File: src/rtl/ppe_ram.sv
`timescale 1ns / 1ps
module ppe_ram #(
  parameter int WIDTH = 8,
  parameter int DEPTH = 16,
  localparam int AW = $clog2(DEPTH)
) (
  input  logic             clk,
  input  logic             we,
  input  logic [AW-1:0]    waddr,
  input  logic [WIDTH-1:0] wdata,
  input  logic [AW-1:0]    raddr,
  output logic [WIDTH-1:0] rdata
);

  logic [WIDTH-1:0] mem [DEPTH];

  always_ff @(posedge clk) begin
    if (we) begin
      mem[waddr] <= wdata;
    end
    rdata <= mem[raddr];
  end

endmodule

File: config.mk
export PLATFORM = sky130hd
export DESIGN_NAME = ppe_ram
export DESIGN_NICKNAME = d
export VERILOG_FILES = /design/src/rtl/ppe_ram.sv
export SDC_FILE = /design/constraint.sdc
export NUM_CORES = 1
export LEC_CHECK = 0
export BUFFER_PORTS_ARGS = -buffer_cell sky130_fd_sc_hd__buf_2
export CORE_ASPECT_RATIO = 1.5
export CORE_UTILIZATION = 57
export CTS_BUF_LIST = sky130_fd_sc_hd__clkbuf_4 sky130_fd_sc_hd__clkbuf_8
export CTS_CLUSTER_SIZE = 16
export DETAILED_ROUTE_END_ITERATION = 10
export HOLD_SLACK_MARGIN = 0.05
export PLACE_DENSITY = 0.78
export SLEW_MARGIN = 20
export SYNTH_ARGS = -nofsm -noshare
export SYNTH_HDL_FRONTEND = slang
export SYNTH_SLANG_ARGS = --single-unit
export TNS_END_PERCENT = 30
File: constraint.sdc
create_clock -name clk -period 1.7 [get_ports clk]
set_input_delay 0.085 -clock clk [delete_from_list [all_inputs] [get_ports clk]]
set_output_delay 0.085 -clock clk [all_outputs]
set_load 0.03 [all_outputs]
==> flow_summary.toml <==
[grt]
grt_usage_pct = 22.7
grt-ovfl-total = 0
antenna_found_initial = 0
grt_first_pass_wirelength_um = 14500
grt_pass1_vias = 2643
grt_max_degree = 33

[yosys]
syn_area_um2 = 5150
synth_cell_types = 19
synth_cells = 229
avgSynthCellArea_um2 = 22.5
syn_nets = 247
ys_seq_elements = 136
ys_warn_count = 0
ys_seq_area_share_pct = 77.8

[worst_setup_path]
path_class = "reg2reg"
arrival_ns = 1.71
path_cells = "mux4_1, a22oi_1, nand2_1"
slowest_delay_ns = 0.52
cp.required_ns = 2.02
cp_max_fo = 1
start_kind = "register"
cp_slowest_cell = "mux4_1"
end_kind = "register"

[layout]
fillers = 541
final_common_cell = "edfxtp_1"
multi_input_area_um2 = 1060
seqCellArea_um2 = 4000
final_layout_size_suffix_gt1_share_pct = 32.2
diodes = 0
final_cell_mix = "128 x edfxtp_1, 25 x buf_2, 21 x buf_4, 18 x mux4_2, 17 x clkbuf_8"
syn_to_final_growth_pct = 16.9
stdcell_count = 417
utilization_pct = 68.6
fin_nets = 312
fin_area_um2 = 6020

[clocking]
cts_root_buf = "clkbuf_8"
cts_buffers = 17
postCtsResizedCells = 0
clk_pin_slew_ns = 0.08
cts_tree = "built"
h-tree-depth = 4
cts.sinks = 136
clockBufferDepth = 2
clk_latency_ns = 0.43

[die]
initial_core_util_pct = 58.7
ios = 26
dieArea_um2 = 9420
std_cell_rows = 42
core_um2 = 8780
die_h_um = 118
fp.dieW_um = 79.6

[power_and_ir_drop]
powerDensity_nw_per_um2 = 1140
p_leak_nw = 2.05
vdd_drop_max_uv = 742

[worst_hold_path]
hp-class = "in2reg"

[route]
vias = 2485
postRouteAntennaNets = 0
wire_per_inst_um = 22.4
dr.pass1.iters = 5
drcViolationCount = 0
drt_iter0_markers = 242
drt_wl_total_um = 9360
avgViaCountPerCell = 5.96

[placement]
place_congestion = 0.732
port_buffers = 25
place_inst = 377
dp_hpwl_um = 6130
place_area_um2 = 5520

[timing]
finalCritPeriodShare_pct = 82.0
drv_slew = 0
setup_viol = 0
worst_clock_skew_ns = 0.00841
fin_crit_ns = 1.39
finalSetupTns_ns = 0
hold_viol_final = 0
max_freq_ghz = 0.717
grt_setup_unrepaired = "false"
whs_ns = 0.193
relSlewSlack_pct = 72.9
tightest_slew_ns = 0.406

[run_status]
status = "finished, final reports clean"

[job]
maxCapViolations = 0
## through the flow
| step | total power, mW | setup WS (ns) |
|---|---|---|
| 6_report | 6.86 | 0.306 |
| 3_3_place_gp | 4.22 | 0.124 |
| 2_1_floorplan | 4.07 | 0.122 |
| 3_5_place_dp | 4.23 | 0.119 |
| 4_1_cts | 6.93 | 0.292 |
| 5_1_grt | 7.10 | 0.234 |
## cell usage after synthesis (all sizes together)
library cell   count  area (µm²)
a22oi             16         120
nand2b             2        12.5
buf                7        56.3
edfxtp           128        3840
mux4              32         773
and2               1        6.26
nand3              1        5.00
nand3b             2        15.0
or3b               1        8.76
nor2b              1        6.26
nor2              13        48.8
clkdlybuf4s25      3        30.0
dfxtp              8         160
nor3               4        20.0
and2b              1        7.51
nand2              9        33.8
## sequential cells by signal (all words and copies together) (netlist names)
name and count:
rdata 8, mem 128
## final timing paths
| path | depth (start not counted) | from | slack [ns] | endpoint |
|---|---|---|---|---|
| max | 3 | mem[1][0] | 0.31 | rdata[0] |
| min | 3 | waddr[0] | 0.19 | mem[4][7] |
| max reg2reg | 3 | mem[1][0] | 0.31 | rdata[0] |
| min reg2reg | 3 | mem[11][2] | 0.68 | rdata[2] |
## worst max-delay path, delay by kind of cell, from the launching register on
family | cells | cell delay, ns
and+or+nand+nor | 1 | 0.10
muxes | 1 | 0.52
AOI/OAI and AO/OA | 1 | 0.30
DFF | 1 | 0.37
## layout make-up
cell class,instances,area share (%)
Timing Repair Buffer,56,6.70
Clock buffer,18,4.01
Tap cell,110,2.29
Clock inverter,14,2.89
Sequential cell,136,66.5
Multi-Input combinational cell,83,17.6
## layer usage
metal	part of all wire, %	track usage, %	up-vias
li1	-	-	1107
met1	38	28.3	1262
met2	54	35.8	103
met3	6.3	7.88	13
met4	1.6	10.3	0
met5	0	0	-
## timing repair
item | in CTS | in global routing
hold endpoints to repair | 128 | 0
hold buffers | 8 | 0
setup endpoints to repair | 0 | 0
setup buffers | 0 | 0
## where the power goes
part / switching [mW] / internal (mW) / total (mW)
Clock: 1.23 / 1.47 / 2.70
Combinational: 0.233 / 0.167 / 0.401
Sequential: 0.0213 / 3.74 / 3.77
## cell families (layout without fill, tap and decap cells)
logic type | after synthesis | count (layout) | synth area share, %
compound gates | 16 | 16 | 2.33
buf+inv | 10 | 88 | 1.68
flops | 136 | 136 | 77.8
mux | 32 | 32 | 15.0
simple gates | 35 | 35 | 3.18
Power figures use the tool's default switching activity.
